`src/design/fdc_pkg.sv`:
```
// Shared types, constants and the CRC-16/XMODEM byte step for the frame deframer.
// Used by fdc_cfg_regs, fdc_step and frame_deframer_crc16_check_unit.
// No dependencies.
package fdc_pkg;

  localparam int HEADER_BYTES = 9;
  localparam int TAIL_BYTES   = 4;

  // Byte positions within the little-endian header.
  localparam logic [15:0] HDR_TYPE_POS  = 16'd4;
  localparam logic [15:0] HDR_LEN_LO    = 16'd5;
  localparam logic [15:0] HDR_LEN_HI    = 16'd6;
  localparam logic [15:0] HDR_CRC_LO    = 16'd7;
  localparam logic [15:0] HDR_LAST_POS  = 16'(HEADER_BYTES - 1);
  localparam logic [15:0] TAIL_LEN      = 16'(TAIL_BYTES);

  localparam logic [15:0] CRC_POLY           = 16'h1021;
  localparam logic [15:0] DEFAULT_MAX_LENGTH = 16'd1500;

  typedef enum logic [1:0] {
    PH_HUNT    = 2'd0,
    PH_HEADER  = 2'd1,
    PH_PAYLOAD = 2'd2,
    PH_TAIL    = 2'd3
  } phase_t;

  typedef enum logic [2:0] {
    EV_NONE       = 3'd0,
    EV_PAYLOAD    = 3'd1,
    EV_FRAME_GOOD = 3'd2,
    EV_BAD_LENGTH = 3'd3,
    EV_BAD_TAIL   = 3'd4,
    EV_BAD_CRC    = 3'd5
  } event_t;

  typedef enum logic [1:0] {
    CFG_HEAD_WORD  = 2'd0,
    CFG_TAIL_WORD  = 2'd1,
    CFG_MAX_LENGTH = 2'd2
  } cfg_index_t;

  typedef struct packed {
    logic [31:0] head_word;
    logic [31:0] tail_word;
    logic [15:0] max_length;
  } cfg_t;

  typedef struct packed {
    phase_t      phase;
    logic [31:0] head_window;
    logic [15:0] byte_index;
    logic [31:0] header_frame_number;
    logic [7:0]  header_type;
    logic [15:0] header_length;
    logic [15:0] header_crc;
    logic [15:0] running_crc;
    logic [31:0] tail_window;
    logic [31:0] previous_frame_number;
    logic [31:0] lost_count;
    logic [31:0] wrong_count;
  } state_t;

  typedef struct packed {
    event_t      ev;
    logic [7:0]  payload_byte;
    logic [15:0] payload_index;
  } result_t;

  // One byte of CRC-16/XMODEM, MSB first.
  function automatic logic [15:0] crc16_byte(input logic [15:0] crc, input logic [7:0] b);
    logic [15:0] c;
    c = crc ^ {b, 8'h00};
    for (int k = 0; k < 8; k++) begin
      c = c[15] ? ((c << 1) ^ CRC_POLY) : (c << 1);
    end
    return c;
  endfunction

endpackage

```
`src/design/fdc_cfg_regs.sv`:
```
// Configuration registers of the frame deframer: head word, tail word, max length.
// Depends on fdc_pkg.
module fdc_cfg_regs (
  input  logic                    clk,
  input  logic                    rst,
  input  logic                    wr_en,
  input  logic [1:0]              wr_index,
  input  logic [31:0]             wr_data,
  output fdc_pkg::cfg_t           cfg
);
  import fdc_pkg::*;

  always_ff @(posedge clk) begin
    if (rst) begin
      cfg.head_word  <= '0;
      cfg.tail_word  <= '0;
      cfg.max_length <= DEFAULT_MAX_LENGTH;
    end else if (wr_en) begin
      unique case (wr_index)
        CFG_HEAD_WORD:  cfg.head_word  <= wr_data;
        CFG_TAIL_WORD:  cfg.tail_word  <= wr_data;
        CFG_MAX_LENGTH: cfg.max_length <= wr_data[15:0];
        default: ;
      endcase
    end
  end

endmodule

```
`src/design/fdc_step.sv`:
```
// Per-byte deframer logic: next state and result for one received byte.
// Purely combinational; depends on fdc_pkg.
module fdc_step (
  input  fdc_pkg::state_t  st,
  input  fdc_pkg::cfg_t    cfg,
  input  logic [7:0]       rx_byte,
  output fdc_pkg::state_t  st_next,
  output fdc_pkg::result_t res
);
  import fdc_pkg::*;

  logic [31:0] head_shift;
  logic [31:0] tail_shift;
  logic [15:0] idx_inc;
  logic [31:0] frame_gap;
  logic [31:0] lost_after_hdr;
  logic        gap_valid;

  assign head_shift = {rx_byte, st.head_window[31:8]};
  assign tail_shift = {rx_byte, st.tail_window[31:8]};
  assign idx_inc    = st.byte_index + 16'd1;

  // The frame number is complete before the last header byte arrives.
  assign gap_valid      = (st.header_frame_number > st.previous_frame_number) &&
                          (st.previous_frame_number != 32'd0);
  assign frame_gap      = st.header_frame_number - st.previous_frame_number - 32'd1;
  assign lost_after_hdr = gap_valid ? (st.lost_count + frame_gap) : st.lost_count;

  always_comb begin
    st_next           = st;
    res.ev            = EV_NONE;
    res.payload_byte  = '0;
    res.payload_index = '0;
    unique case (st.phase)
      PH_HUNT: begin
        st_next.head_window = head_shift;
        if (head_shift == cfg.head_word) begin
          st_next.phase      = PH_HEADER;
          st_next.byte_index = '0;
        end
      end
      PH_HEADER: begin
        priority if (st.byte_index < HDR_TYPE_POS) begin
          st_next.header_frame_number[8*st.byte_index[1:0] +: 8] = rx_byte;
        end else if (st.byte_index == HDR_TYPE_POS) begin
          st_next.header_type = rx_byte;
        end else if (st.byte_index == HDR_LEN_LO) begin
          st_next.header_length[7:0] = rx_byte;
        end else if (st.byte_index == HDR_LEN_HI) begin
          st_next.header_length[15:8] = rx_byte;
        end else if (st.byte_index == HDR_CRC_LO) begin
          st_next.header_crc[7:0] = rx_byte;
        end else begin
          st_next.header_crc[15:8] = rx_byte;
        end
        if (st.byte_index >= HDR_LAST_POS) begin
          st_next.byte_index            = '0;
          st_next.previous_frame_number = st.header_frame_number;
          st_next.lost_count            = lost_after_hdr;
          if (st.header_length == 16'd0 || st.header_length > cfg.max_length) begin
            st_next.phase       = PH_HUNT;
            st_next.lost_count  = lost_after_hdr + 32'd1;
            st_next.wrong_count = st.wrong_count + 32'd1;
            res.ev              = EV_BAD_LENGTH;
          end else begin
            st_next.phase       = PH_PAYLOAD;
            st_next.running_crc = '0;
          end
        end else begin
          st_next.byte_index = idx_inc;
        end
      end
      PH_PAYLOAD: begin
        res.ev              = EV_PAYLOAD;
        res.payload_byte    = rx_byte;
        res.payload_index   = st.byte_index;
        st_next.running_crc = crc16_byte(st.running_crc, rx_byte);
        st_next.byte_index  = idx_inc;
        if (idx_inc == st.header_length) begin
          st_next.phase      = PH_TAIL;
          st_next.byte_index = '0;
        end
      end
      PH_TAIL: begin
        st_next.tail_window = tail_shift;
        st_next.byte_index  = idx_inc;
        if (idx_inc >= TAIL_LEN) begin
          st_next.byte_index = '0;
          st_next.phase      = PH_HUNT;
          // A bad tail takes precedence over a bad CRC.
          priority if (tail_shift != cfg.tail_word) begin
            st_next.lost_count  = st.lost_count + 32'd1;
            st_next.wrong_count = st.wrong_count + 32'd1;
            res.ev              = EV_BAD_TAIL;
          end else if (st.running_crc != st.header_crc) begin
            st_next.lost_count  = st.lost_count + 32'd1;
            st_next.wrong_count = st.wrong_count + 32'd1;
            res.ev              = EV_BAD_CRC;
          end else begin
            res.ev = EV_FRAME_GOOD;
          end
        end
      end
      default: ;
    endcase
  end

endmodule

```
`src/design/frame_deframer_crc16_check_unit.sv`:
```
// Top level of the framed packet receiver with CRC-16/XMODEM check.
// Depends on fdc_pkg, fdc_cfg_regs and fdc_step.
//
// The block takes one received byte per cycle unless the output stalls, and returns exactly one
// result per byte. A byte goes into an input register; when the output register is free, the
// deframer state and the result register are updated together from it. A new byte can be
// taken every cycle as long as results are taken. The longest path is the one-byte CRC step in
// the payload phase, together with the 32-bit lost-frame arithmetic at header end. The head,
// tail and max length registers may be written only while no byte is in flight.
module frame_deframer_crc16_check_unit (
  input  logic        clk,
  input  logic        rst,
  input  logic        in_valid,
  output logic        in_ready,
  input  logic [7:0]  rx_byte,
  output logic        out_valid,
  input  logic        out_ready,
  output logic [2:0]  event_res,
  output logic [7:0]  payload_byte,
  output logic [15:0] payload_index,
  output logic [7:0]  packet_type,
  output logic [31:0] frame_number,
  output logic [31:0] lost_total,
  output logic [31:0] wrong_total,
  input  logic        cfg_valid,
  output logic        cfg_ready,
  input  logic [1:0]  cfg_index,
  input  logic [31:0] cfg_data
);
  import fdc_pkg::*;

  cfg_t        cfg;
  state_t      st;
  state_t      st_next;
  result_t     res;
  logic        s1_valid;
  logic [7:0]  s1_byte;
  logic        advance;
  logic        fire;

  assign cfg_ready = 1'b1;

  fdc_cfg_regs u_cfg (
    .clk      (clk),
    .rst      (rst),
    .wr_en    (cfg_valid && cfg_ready),
    .wr_index (cfg_index),
    .wr_data  (cfg_data),
    .cfg      (cfg)
  );

  fdc_step u_step (
    .st      (st),
    .cfg     (cfg),
    .rx_byte (s1_byte),
    .st_next (st_next),
    .res     (res)
  );

  // The output register frees up when it is empty or its result transfers this cycle.
  assign advance  = !out_valid || out_ready;
  assign in_ready = !s1_valid || advance;
  assign fire     = s1_valid && advance;

  always_ff @(posedge clk) begin
    if (rst) begin
      s1_valid <= 1'b0;
    end else if (in_ready) begin
      s1_valid <= in_valid;
    end
  end

  always_ff @(posedge clk) begin
    if (in_valid && in_ready) begin
      s1_byte <= rx_byte;
    end
  end

  always_ff @(posedge clk) begin
    if (rst) begin
      st        <= '0;
      out_valid <= 1'b0;
    end else if (advance) begin
      out_valid <= s1_valid;
      if (fire) begin
        st <= st_next;
      end
    end
  end

  always_ff @(posedge clk) begin
    if (fire) begin
      event_res     <= res.ev;
      payload_byte  <= res.payload_byte;
      payload_index <= res.payload_index;
      packet_type   <= st_next.header_type;
      frame_number  <= st_next.header_frame_number;
      lost_total    <= st_next.lost_count;
      wrong_total   <= st_next.wrong_count;
    end
  end

`ifndef SYNTHESIS
  a_payload_index_in_range: assert property (@(posedge clk) disable iff (rst)
    st.phase == PH_PAYLOAD |-> st.byte_index < st.header_length)
    else $error("payload byte index reached the frame length");

  a_tail_index_in_range: assert property (@(posedge clk) disable iff (rst)
    st.phase == PH_TAIL |-> st.byte_index < TAIL_LEN)
    else $error("tail byte index out of range");

  a_reject_counts_once: assert property (@(posedge clk) disable iff (rst)
    (fire && (res.ev == EV_BAD_LENGTH || res.ev == EV_BAD_TAIL || res.ev == EV_BAD_CRC))
    |=> st.wrong_count == $past(st.wrong_count) + 32'd1)
    else $error("rejected frame did not add one to the wrong frame count");

  a_result_follows_fire: assert property (@(posedge clk) disable iff (rst)
    fire |=> out_valid)
    else $error("processed byte produced no result");
`endif

endmodule
```
`config.mk`:
```
export PLATFORM = sky130hd
export DESIGN_NAME = frame_deframer_crc16_check_unit
export DESIGN_NICKNAME = d
export VERILOG_FILES = /design/src/design/fdc_pkg.sv /design/src/design/fdc_cfg_regs.sv /design/src/design/fdc_step.sv /design/src/design/frame_deframer_crc16_check_unit.sv
export SDC_FILE = /design/constraint.sdc
export NUM_CORES = 1
export LEC_CHECK = 0
export ABC_AREA = 1
export BUFFER_PORTS_ARGS = -buffer_cell sky130_fd_sc_hd__buf_4
export CAP_MARGIN = 30
export CORE_MARGIN = 2
export CORE_UTILIZATION = 30
export CTS_CLUSTER_DIAMETER = 50
export DETAILED_ROUTE_END_ITERATION = 16
export HOLD_SLACK_MARGIN = 0.12
export MAX_ROUTING_LAYER = met4
export PLACE_DENSITY_LB_ADDON = 0.08
export SLEW_MARGIN = 20
export SYNTH_ARGS = -nofsm -noshare
export SYNTH_HDL_FRONTEND = slang
export SYNTH_SLANG_ARGS = --single-unit
export TNS_END_PERCENT = 50
```
`constraint.sdc`:
```
create_clock -name clk -period 3.7 [get_ports clk]
set_input_delay 0.37 -clock clk [delete_from_list [all_inputs] [get_ports clk]]
set_output_delay 0.37 -clock clk [all_outputs]
set_load 0.005 [all_outputs]
```
# [Yosys cells after proc, flatten, opt, wreduce, memory -nomap -nowiden]
# Index checks and enable logic that the tools add are counted.
[classes] n_addsub=8 mul=0 div_mod_pow=0 order_cmp=5 n_eq_ne=18 shifts=2 mux=48 bitwise=14 n_reduce_logical=27
[op_table] op="$mux W64" n=5
[op_table] op="$mux W16" n=8
[op_table] op="$pmux W64 S2" n=1
[op_table] op="$mux W13" n=8
[op_table] op="$add A32 B1 Y32 const B" n=3
[op_table] op="$mux W32" n=3
[op_table] op="$mux W72" n=1
[op_table] op="$eq A16 B3 Y1 const B" n=4
[op_table] op="$pmux W16 S4" n=1
[op_table] op="$mux W8" n=6
[op_table] op="$mux W40" n=1
[op_table] op="$neg A5 Y34" n=1
[op_table] op="$shift A8 B34 Y32 const A" n=1
[op_table] op="$shiftx A8 B34 Y32" n=1
[op_table] op="$add A32 B32 Y32" n=1
[op_table] op="$bwmux W32" n=1
[op_table] op="$eq A32 B32 Y1" n=1
[op_table] op="$gt A32 B32 Y1" n=1
[op_table] op="$ne A32 B32 Y1" n=1
[op_table] op="$pmux W16 S2" n=1
[op_table] op="$reduce_bool A32 Y1" n=1
[op_table] op="$sub A32 B1 Y32 const B" n=1
[op_table] op="$sub A32 B32 Y32" n=1
[op_table] op="$not A3 Y3" n=8
[op_table] op="30 further kinds" n=61
[totals] ff_bits=487 latchBits=0 ram_bits=0 rom_bits=0 input_bits=47 out_inout_bits=134 mem_count=0

# [Longest topological paths before layout]
# Gate-level depths: netlist of run 1.
[depth] ltp_word=18 depth_mapped=32 depth_no_buf=31

# [Modules after synthesis]
# Synthesis of run 1 repeated with hierarchy kept, for this count alone.
[hier_totals] hier_cells=5138 area_unflattened_um2=33469.6
[modules_own_cells] mod="frame_deframer_crc16_check_unit" instances=1 cells_each=1897 area_each_um2=16186.8 seq_area_each_um2=9539.1
[modules_own_cells] mod="fdc_step" instances=1 cells_each=2738 area_each_um2=13939.6 seq_area_each_um2=0.0
[modules_own_cells] mod="fdc_cfg_regs" instances=1 cells_each=503 area_each_um2=3343.2 seq_area_each_um2=1601.5

# [Worst setup path after synthesis of run 1]
# No wires, ideal clock.
[synth_path] kind="flip-flop to flip-flop" startpoint="register st[33] (netlist name)" endpoint="register st[62] (netlist name)" setup_time_ns=0.112 arrival_time_ns=3.417 required_ns=3.588 setup_slack_ns=0.172 stages_incl_launch_ff=26 synth_period_minus_slack_ns=3.528 path_cell_list="dfxtp_1 inv_1 fa_1 inv_1 ha_1 fa_1 nand2_1 inv_1 nand2_1 nand3_1 nand3_1 nand3_1 xor2_1 nand3_1 nand2_1 nand2_1 nor2_1 nand2_1 nor2_1 nand3_1 nand2_1 nand3_1 nand2_1 nand3_1 nand2_1 inv_1"
[synth_via] elab_chain_len=6 elab_cells_between_ends=10 classes_between="3 x add/sub; 7 x mux"
[synth_rtl] element="$add A32 B32 Y32" line="fdc_step.sv:27" source="assign lost_after_hdr = gap_valid ? (st.lost_count + frame_gap) : st.lost_count;"
[synth_rtl] element="$mux W32" line="fdc_step.sv:27"
[synth_rtl] element="$add A32 B1 Y32" line="fdc_step.sv:62" source="st_next.lost_count = lost_after_hdr + 32'd1;"
[synth_rtl] element="$mux W64" line="fdc_step.sv:60" source="if (st.header_length == 16'd0 || st.header_length > cfg.max_length) begin"
[synth_rtl] element="$mux W64" line="fdc_step.sv:56" source="if (st.byte_index >= HDR_LAST_POS) begin"
[synth_rtl] element="$pmux W64 S2 (*)" line="fdc_step.sv:34" source="unique case (st.phase)"
# Mark *: on every way between the ends. The rest lies on a longest branch, timed or not.
# A chain may end at the register's enable or synchronous reset.

==> key figures, run 1 <==
Yosys
  • Post-synth top flop: dfxtp_1
  • Yosys cell types: 55
  • Post-Syn Nets: 3,967
  • Seq cells post-synth: 471
  • Top cells by count, synth: 739 x nand2_1, 557 x inv_1, 362 x nor2_1
  • Synth area leader: dfxtp_1
  • Syn Std Cell Area: 27,500 um^2
  • Most common cell in the netlist: nand2_1
  • Register area share after synthesis: 39.3%
  • Syn. warnings: 0
  • Post-synth EDFFs: 139
  • Largest cells by area after synthesis: dfxtp_1 24%, edfxtp_1 15%, nand2_1 10%
  • Cell count after synthesis: 3,801
  • Share of the synthesized area in the top cell type: 24.1%
  • Asr flop ratio synth: 0%
  • Mean Syn Cell Area: 7.24 um^2

Worst setup path
  • Peak fanout along the critical path: 4
  • Worst path required time: 4.09 ns
  • Crit-path slowest cell: fa_1
  • Kind of critical path: flop to flop
  • Worst path cell trace: inv_2 -> fa_1 -> inv_2 -> ha_4 -> fa_2 -> buf_4 -> nand2_2 -> nand3_4 -> xor2_2 -> buf_4 -> nand3b_1 -> nand2_2 -> nor2_4 -> nand3_4 -> nor2_4 -> buf_6 -> buf_6 -> nand3_1 -> nand2_1 -> nand3_2 -> nand2_2 -> nand3_2
  • Critical path origin: st[33]
  • R2R Path Start: st[33]
  • FF-to-FF path depth: 22
  • R2r endpoint: lost_total[26]
  • CP max stage delay: 0.54 ns
  • CP Capture Type: flop
  • Setup crit start kind: flop
  • Critical path's most frequent cell: nand2_2
  • Critical Path AT: 3.99 ns
  • Worst Setup EP: lost_total[26]
  • Worst R2R Setup Slack: 0.11 ns

Route
  • Antenna-violating nets left: 0
  • First DRT Iteration DRCs: 1,804
  • Wirelength per Cell: 19.0 um
  • Wirelength, routed: 106,000 um
  • Via count: 26,900
  • Residual DRC count: 0
  • Drt first pass iters: 5
  • Vias per cell: 4.80

Die
  • Core box area: 91,200 um^2
  • Die Y: 307 um
  • Starting Density: 30.2%
  • Die width: 307 um
  • Top-Level Pins: 181
  • FP Rows: 111
  • Full die area: 94,200 um^2

Pwr
  • Pint: 12.3 mW
  • P_sw: 5.25 mW
  • Clock share of power: 46.0%
  • Pwr dens: 459 nW/um^2
  • Leakage power: 16.6 nW
  • Peak supply drop: 0.366 mV
  • Combinational power share: 21.5%
  • Register share of total power: 32.5%
  • Sw frac: 29.9%

Placement
  • I/O Buffers: 179
  • Placement Setup Slack: -0.547 ns
  • Post-DP HPWL: 79,000 um
  • GPL Wtd Cong: 0.909

Layout
  • Fill cells: 9,467
  • Share of cells above drive strength 1: 28.1%
  • Nets: 4,515
  • Area Overhead vs Synth: 38.9%
  • N_diodes: 0

Outcome
  • Status: finished, final reports clean

Clocking
  • CTS clk-pin slew, worst paths: 0.05 ns
  • CTS tree: yes
  • TritonCTS Buffers: 80
  • CTS root buffer: clkbuf_16
  • Clock buffer depth: 3
  • H-Tree Depth: 3
  • Clock Sinks: 471
  • Clk_lat worst skew: 0.67 ns

Job
  • Reported max-cap violation count: 0

Timing
  • Worst Tran Pin Value: 0.868 ns
  • Clock skew: 0.0336 ns
  • # setup viols final: 0
  • Tmin final: 3.59 ns
  • Period utilization: 97.1%
  • RSZ-0062 raised after global routing: yes
  • Slew margin rel.: 42.2%
  • F_max: 278 MHz
  • Final hold violations: 0
  • Max Slew Vio Count: 0
  • Final WS setup: 0.108 ns
  • Setup tns final: 0 ns

GRT
  • All-layer global routing usage: 22.9%
  • Initial antenna violation count: 2
  • Vias in the first global route: 25,900
  • Grt ovf: 0
  • First-pass GRT wire length: 160,000 um
  • Largest net degree at the start of global routing: 181

Min path
  • Hold path depth: 4
  • Worst hold path class: primary input to flop
## kinds of logic after synthesis
group	count (synthesis)	share of synthesized area, %
other	1	0.0136
buffers and inverters	731	10.2
flip-flops	471	39.3
multiplexers	8	0.291
AND/OR/NAND/NOR	1564	24.5
adder cells (fa/ha/maj)	119	6.28
XOR/XNOR	140	4.81
AO/OA/AOI/OAI	767	14.6
## layout by cell type, fill, tap and decap left out, drive strengths merged, types with 4 or more instances in the layout
cell | Yosys | layout
o21a | 4 | 4
nand2 | 758 | 758
xnor2 | 72 | 72
ha | 87 | 87
inv | 567 | 577
nor2 | 366 | 366
a211oi | 6 | 6
o2111ai | 4 | 4
clkbuf | 131 | 100
bufinv | 0 | 12
mux2i | 8 | 8
clkinvlp | 0 | 5
or2 | 14 | 14
o21ai | 353 | 353
xor2 | 68 | 68
nor4 | 24 | 24
a21oi | 341 | 341
nand3 | 265 | 265
dfxtp | 332 | 332
dlygate4sd3 | 0 | 43
nand4 | 67 | 67
fa | 32 | 32
buf | 26 | 579
edfxtp | 139 | 139
o21bai | 5 | 5
nor3 | 52 | 52
o211ai | 31 | 31
clkinv | 7 | 27
o22ai | 11 | 11
nor3b | 4 | 4
nand3b | 12 | 12
## layer usage
metal	global-route usage, %	part of all wire (%)	routed length (um)
met1	28.2	44	46700
met2	39.4	49	52600
met3	2.74	3.7	3960
met4	6.40	2.9	3040
met5	-	0	0
## timing repair
| item | CTS | global route |
|---|---|---|
| pin swaps | 24 | 145 |
| setup buffers | 3 | 34 |
| gates resized for setup | 138 | 434 |
| endpoints found under the setup margin | 50 | 56 |
| cloned | 1 | 0 |
| hold endpoints to repair | 90 | 0 |
| hold buffers | 43 | 0 |
## worst max-delay path: cells and delay by family (launching register included)
family	cells	cell delay, ns
and+or+nand+nor	12	1.11
adders and majority gates	3	1.05
buffers and inverters	6	0.62
DFF	1	0.32
xor gates and xnor gates	1	0.22
## final cells by class
type	instances	area, um^2	area share (%)
sequential	471	10900	28.5
clock buffer	100	2210	5.78
multi-input combinational	2599	15800	41.2
clock inverter	47	707	1.85
timing repair buffer	623	5000	13.1
tap	1186	1480	3.88
inverter	574	2180	5.70
## worst min path at each step
stage | from | endpoint | slack [ns]
floorplan | u_cfg.cfg[11] | u_cfg.cfg[11] | 0.44
global placement | u_cfg.cfg[15] | u_cfg.cfg[15] | 0.46
detailed placement | u_cfg.cfg[13] | u_cfg.cfg[13] | 0.45
CTS | rst | st[30] | 0.20
global route | rst | st[30] | 0.24
finish | rst | st[52] | 0.23
## registers in the layout, indices dropped and copies added, names as in the netlist, named ones only
register,cells
st,249
payload_index,16
payload_byte,8
event_res,3
frame_number,32
u_cfg.cfg,80
s1_byte,8
out_valid,1
s1_valid,1
lost_total,32
packet_type,8
wrong_total,32
## stage by stage
step,utilization (%),std cells,power [mW],cell area [um^2],hold WS [ns]
final,41.9,5600,17.6,38200,0.234
after global routing,41.9,5600,18.4,38200,0.241
after CTS,39.9,5566,17.3,36400,0.200
after detailed placement,35.7,5372,8.87,32600,0.454
after global placement,35.7,5372,8.88,32600,0.459
after floorplan,-,3801,7.41,27500,0.435
## power by group through the flow
stage          sequential, mW  clock, mW  combinational (mW)
2_1_floorplan            5.77          0                1.64
3_3_place_gp             5.81          0                3.08
3_5_place_dp             5.81          0                3.07
4_1_cts                  5.70       8.26                3.29
5_1_grt                  5.73       8.47                4.15
6_report                 5.71       8.07                3.77
Power figures use the tool's default switching activity.
==> run 2, diff against run 1 <==
--- a/config.mk
+++ b/config.mk
@@ -5,10 +5,8 @@
 export SDC_FILE = /design/constraint.sdc
 export NUM_CORES = 1
 export LEC_CHECK = 0
-export ABC_AREA = 1
 export BUFFER_PORTS_ARGS = -buffer_cell sky130_fd_sc_hd__buf_4
 export CAP_MARGIN = 30
-export CORE_MARGIN = 2
 export CORE_UTILIZATION = 30
 export CTS_CLUSTER_DIAMETER = 50
 export DETAILED_ROUTE_END_ITERATION = 16
==> key figures, run 2 <==
Pwr
  • Peak supply drop: 0.368 mV (was 0.366 mV)
  • Pwr dens: 382 nW/um^2 (was 459 nW/um^2)
  • Leakage power: 14.5 nW (was 16.6 nW)
  • Power Total: 13.6 mW (was 17.6 mW)

Worst setup path
  • Critical path's most frequent cell: inv_2 (was nand2_2)
  • Peak fanout along the critical path: 6 (was 4)
  • Worst R2R Setup Slack: -1.12 ns (was 0.11 ns)
  • R2r endpoint: lost_total[30] (was lost_total[26])
  • CP max stage delay: 0.63 ns (was 0.54 ns)
  • Worst path cell trace: inv_2 -> fa_1 -> inv_2 -> ha_4 -> fa_2 -> a21o_1 -> a311o_1 -> buf_6 -> a31o_4 -> a211oi_4 -> xnor2_2 -> nand3_1 -> o41a_1 -> or4b_4 -> or4_4 -> nand3_2 -> nand2_1 (was inv_2 -> fa_1 -> inv_2 -> ha_4 -> fa_2 -> buf_4 -> nand2_2 -> nand3_4 -> xor2_2 -> buf_4 -> nand3b_1 -> nand2_2 -> nor2_4 -> nand3_4 -> nor2_4 -> buf_6 -> buf_6 -> nand3_1 -> nand2_1 -> nand3_2 -> nand2_2 -> nand3_2)
  • R2R Path Start: st[33] (unchanged)
  • CP Capture Type: flop (unchanged)
  • Critical Path AT: 5.19 ns (was 3.99 ns)
  • Kind of critical path: flop to flop (unchanged)
  • Buf/Inv on CP: 3 (was 6)
  • Top delay family on crit path: compound AO/OA/AOI/OAI gates (was simple AND/OR/NAND/NOR gates)
  • Worst path required time: 4.07 ns (was 4.09 ns)
  • Crit-path slowest cell: or4b_4 (was fa_1)
  • Setup crit start kind: flop (unchanged)
  • FF-to-FF path depth: 17 (was 22)

Layout
  • Final core utilization: 41.6% (was 41.9%)
  • Biggest regs: st x249, u_cfg.cfg x80 (unchanged)
  • Post-Layout Cell Count: 4,912 (was 5,600)
  • Most common cell after layout, fill and taps aside: buf_4 (was nand2_1)
  • Most frequent cells in the layout: 634 x buf_4, 532 x nand2_1, 321 x dfxtp_1, 316 x a21oi_1, 207 x nor2_1 (was 609 x nand2_1, 548 x buf_4, 488 x inv_1, 324 x a21oi_1, 310 x o21ai_0)
  • Area Overhead vs Synth: 36.6% (was 38.9%)
  • Fill cells: 8,720 (was 9,467)
  • N_diodes: 0 (unchanged)
  • Max FFs per register: 249 (unchanged)
  • Biggest register: st (unchanged)
  • Nets: 3,873 (was 4,515)
  • Share of cells above drive strength 1: 24.8% (was 28.1%)

Timing
  • Max Slew Vio Count: 0 (unchanged)
  • Final hold violations: 0 (unchanged)
  • Clock skew: 0.0329 ns (was 0.0336 ns)
  • Slew margin rel.: 40.2% (was 42.2%)
  • Tmin final: 4.82 ns (was 3.59 ns)
  • Setup tns final: -37.25 ns (was 0 ns)
  • Period utilization: 130% (was 97.1%)
  • Final WS setup: -1.12 ns (was 0.108 ns)
  • RSZ-0062 raised after global routing: yes (unchanged)
  • F_max: 208 MHz (was 278 MHz)
  • # setup viols final: 56 (was 0)
  • Worst Tran Pin Value: 0.894 ns (was 0.868 ns)

Die
  • Starting Density: 30.5% (was 30.2%)
  • Die width: 297 um (was 307 um)
  • FP Rows: 107 (was 111)
  • Die Y: 297 um (was 307 um)
  • Core box area: 85,700 um^2 (was 91,200 um^2)
  • Top-Level Pins: 181 (unchanged)
  • Full die area: 88,200 um^2 (was 94,200 um^2)

Job
  • Reported max-cap violation count: 0 (unchanged)

GRT
  • First-pass GRT wire length: 150,000 um (was 160,000 um)
  • All-layer global routing usage: 22.4% (was 22.9%)
  • Initial antenna violation count: 1 (was 2)
  • Vias in the first global route: 24,300 (was 25,900)
  • Grt ovf: 0 (unchanged)
  • Largest net degree at the start of global routing: 137 (was 181)

Yosys
  • Post-synth EDFFs: 139 (unchanged)
  • Synth area leader: dfxtp_1 (unchanged)
  • Asr flop ratio synth: 0% (unchanged)
  • Yosys cell types: 86 (was 55)
  • Syn. warnings: 0 (unchanged)
  • Share of the synthesized area in the top cell type: 25.4% (was 24.1%)
  • Post-synth top flop: dfxtp_1 (unchanged)
  • Top cells by count, synth: 538 x nand2_1, 332 x dfxtp_1, 327 x a21oi_1 (was 739 x nand2_1, 557 x inv_1, 362 x nor2_1)
  • Cell count after synthesis: 3,113 (was 3,801)
  • Largest cells by area after synthesis: dfxtp_1 25%, edfxtp_1 16%, nand2_1 7.7% (was dfxtp_1 24%, edfxtp_1 15%, nand2_1 10%)
  • Seq cells post-synth: 471 (unchanged)
  • Most common cell in the netlist: nand2_1 (unchanged)
  • Post-Syn Nets: 3,279 (was 3,967)
  • Syn Std Cell Area: 26,100 um^2 (was 27,500 um^2)
  • Mean Syn Cell Area: 8.39 um^2 (was 7.24 um^2)
  • Register area share after synthesis: 41.4% (was 39.3%)

Route
  • Drt first pass iters: 5 (unchanged)
  • Wirelength per Cell: 19.8 um (was 19.0 um)
  • Vias per cell: 4.97 (was 4.80)
  • Via count: 24,400 (was 26,900)
  • Residual DRC count: 0 (unchanged)
  • First DRT Iteration DRCs: 1,451 (was 1,804)
  • Wirelength, routed: 97,500 um (was 106,000 um)
  • Antenna-violating nets left: 0 (unchanged)

Min path
  • Hold path depth: 2 (was 4)
  • Min-Delay Endpoint: st[212] (was st[52])
  • Worst hold path class: primary input to flop (unchanged)
  • Hold_sp: rst (unchanged)

Clocking
  • CTS root buffer: clkbuf_16 (unchanged)
  • H-Tree Depth: 3 (unchanged)
  • CTS clk-pin slew, worst paths: 0.06 ns (was 0.05 ns)
  • Clock Sinks: 471 (unchanged)
  • CTS tree: yes (unchanged)
  • Clock buffer depth: 3 (unchanged)
  • TritonCTS Buffers: 76 (was 80)
  • Clk_lat worst skew: 0.63 ns (was 0.67 ns)

Placement
  • I/O Buffers: 179 (unchanged)
  • GPL Wtd Cong: 0.908 (was 0.909)
  • DP Cell Count: 4,705 (was 5,372)
  • Post-DP HPWL: 70,000 um (was 79,000 um)

Outcome
  • Failing checks: negative setup slack
  • Status: finished, violations left (was finished, final reports clean)
-- run 2: changes by cell type after synthesis, sizes merged, moves of 25 or more --
cell,change
o21ai,-240
mux2i,+37
nor2,-150
nand2,-220
clkbuf,+37
inv,-379
xor2,+55
xnor2,+50
o211ai,-25
and2,+41
nand3,-160
and3,+27
-- run 2: what timing repair did --
action	in CTS	in global routing
gates resized for setup	101	44
hold buffers	43	0
endpoints found under the setup margin	58	78
endpoints found under the hold margin	90	0
setup buffers	23	7
pin swaps	65	29
-- run 2: cell type report --
| class | count | area (um^2) | share of cell area [%] |
|---|---|---|---|
| Timing Repair Buffer | 709 | 5640 | 15.8 |
| Clock inverter | 44 | 473 | 1.33 |
| Tap cell | 1144 | 1430 | 4.01 |
| Inverter | 189 | 717 | 2.01 |
| Sequential cell | 471 | 10800 | 30.4 |
| Clock buffer | 95 | 2090 | 5.85 |
| Multi-Input combinational cell | 2260 | 14500 | 40.6 |
-- run 2: cells by family (layout without fill, tap and decap cells) --
logic type / count (synthesis) / count (layout) / synth area share (%)
AOI/OAI and AO/OA: 637 / 637 / 14.7
xor gates and xnor gates: 245 / 245 / 8.22
adders and majority gates: 119 / 119 / 6.62
buffers and inverters: 382 / 1037 / 5.56
DFF: 471 / 471 / 41.4
muxes: 59 / 59 / 2.33
other: 1 / 1 / 0.0144
and+or+nand+nor: 1199 / 1199 / 21.1
-- run 2: worst max-delay path by stage --
stage	start	end	slack, ns	depth (start not counted)
6_report	st[33]	lost_total[30]	-1.12	17
3_5_place_dp	st[33]	lost_total[30]	-1.50	18
2_1_floorplan	st[75]	lost_total[30]	-1.03	22
4_1_cts	st[33]	lost_total[31]	-1.28	19
3_3_place_gp	st[33]	lost_total[30]	-1.32	18
5_1_grt	st[33]	lost_total[30]	-1.26	18
-- run 2: layer usage --
layer / global-route usage, % / part of all wire [%]
met5: - / 0
met4: 6.71 / 2.5
met3: 2.66 / 4.3
met2: 35.1 / 46
met1: 30.2 / 47
-- run 2: metrics by stage --
| step | hold slack [ns] | instance area, um^2 | worst slack, ns |
|---|---|---|---|
| 2_1_floorplan | 0.436 | 26200 | -1.03 |
| 3_3_place_gp | 0.450 | 31800 | -1.32 |
| 3_5_place_dp | 0.452 | 31800 | -1.50 |
| 4_1_cts | 0.166 | 35400 | -1.28 |
| 5_1_grt | 0.193 | 35700 | -1.26 |
| 6_report | 0.185 | 35700 | -1.12 |
-- run 2: report_power, final --
part / internal (mW) / leakage (nW) / switching, mW / total [mW]
combinational: 0.437 / 9.24 / 0.576 / 1.01
sequential: 5.43 / 3.99 / 0.0640 / 5.49
clock: 4.35 / 1.23 / 2.77 / 7.13
total: 10.2 / 14.5 / 3.41 / 13.6
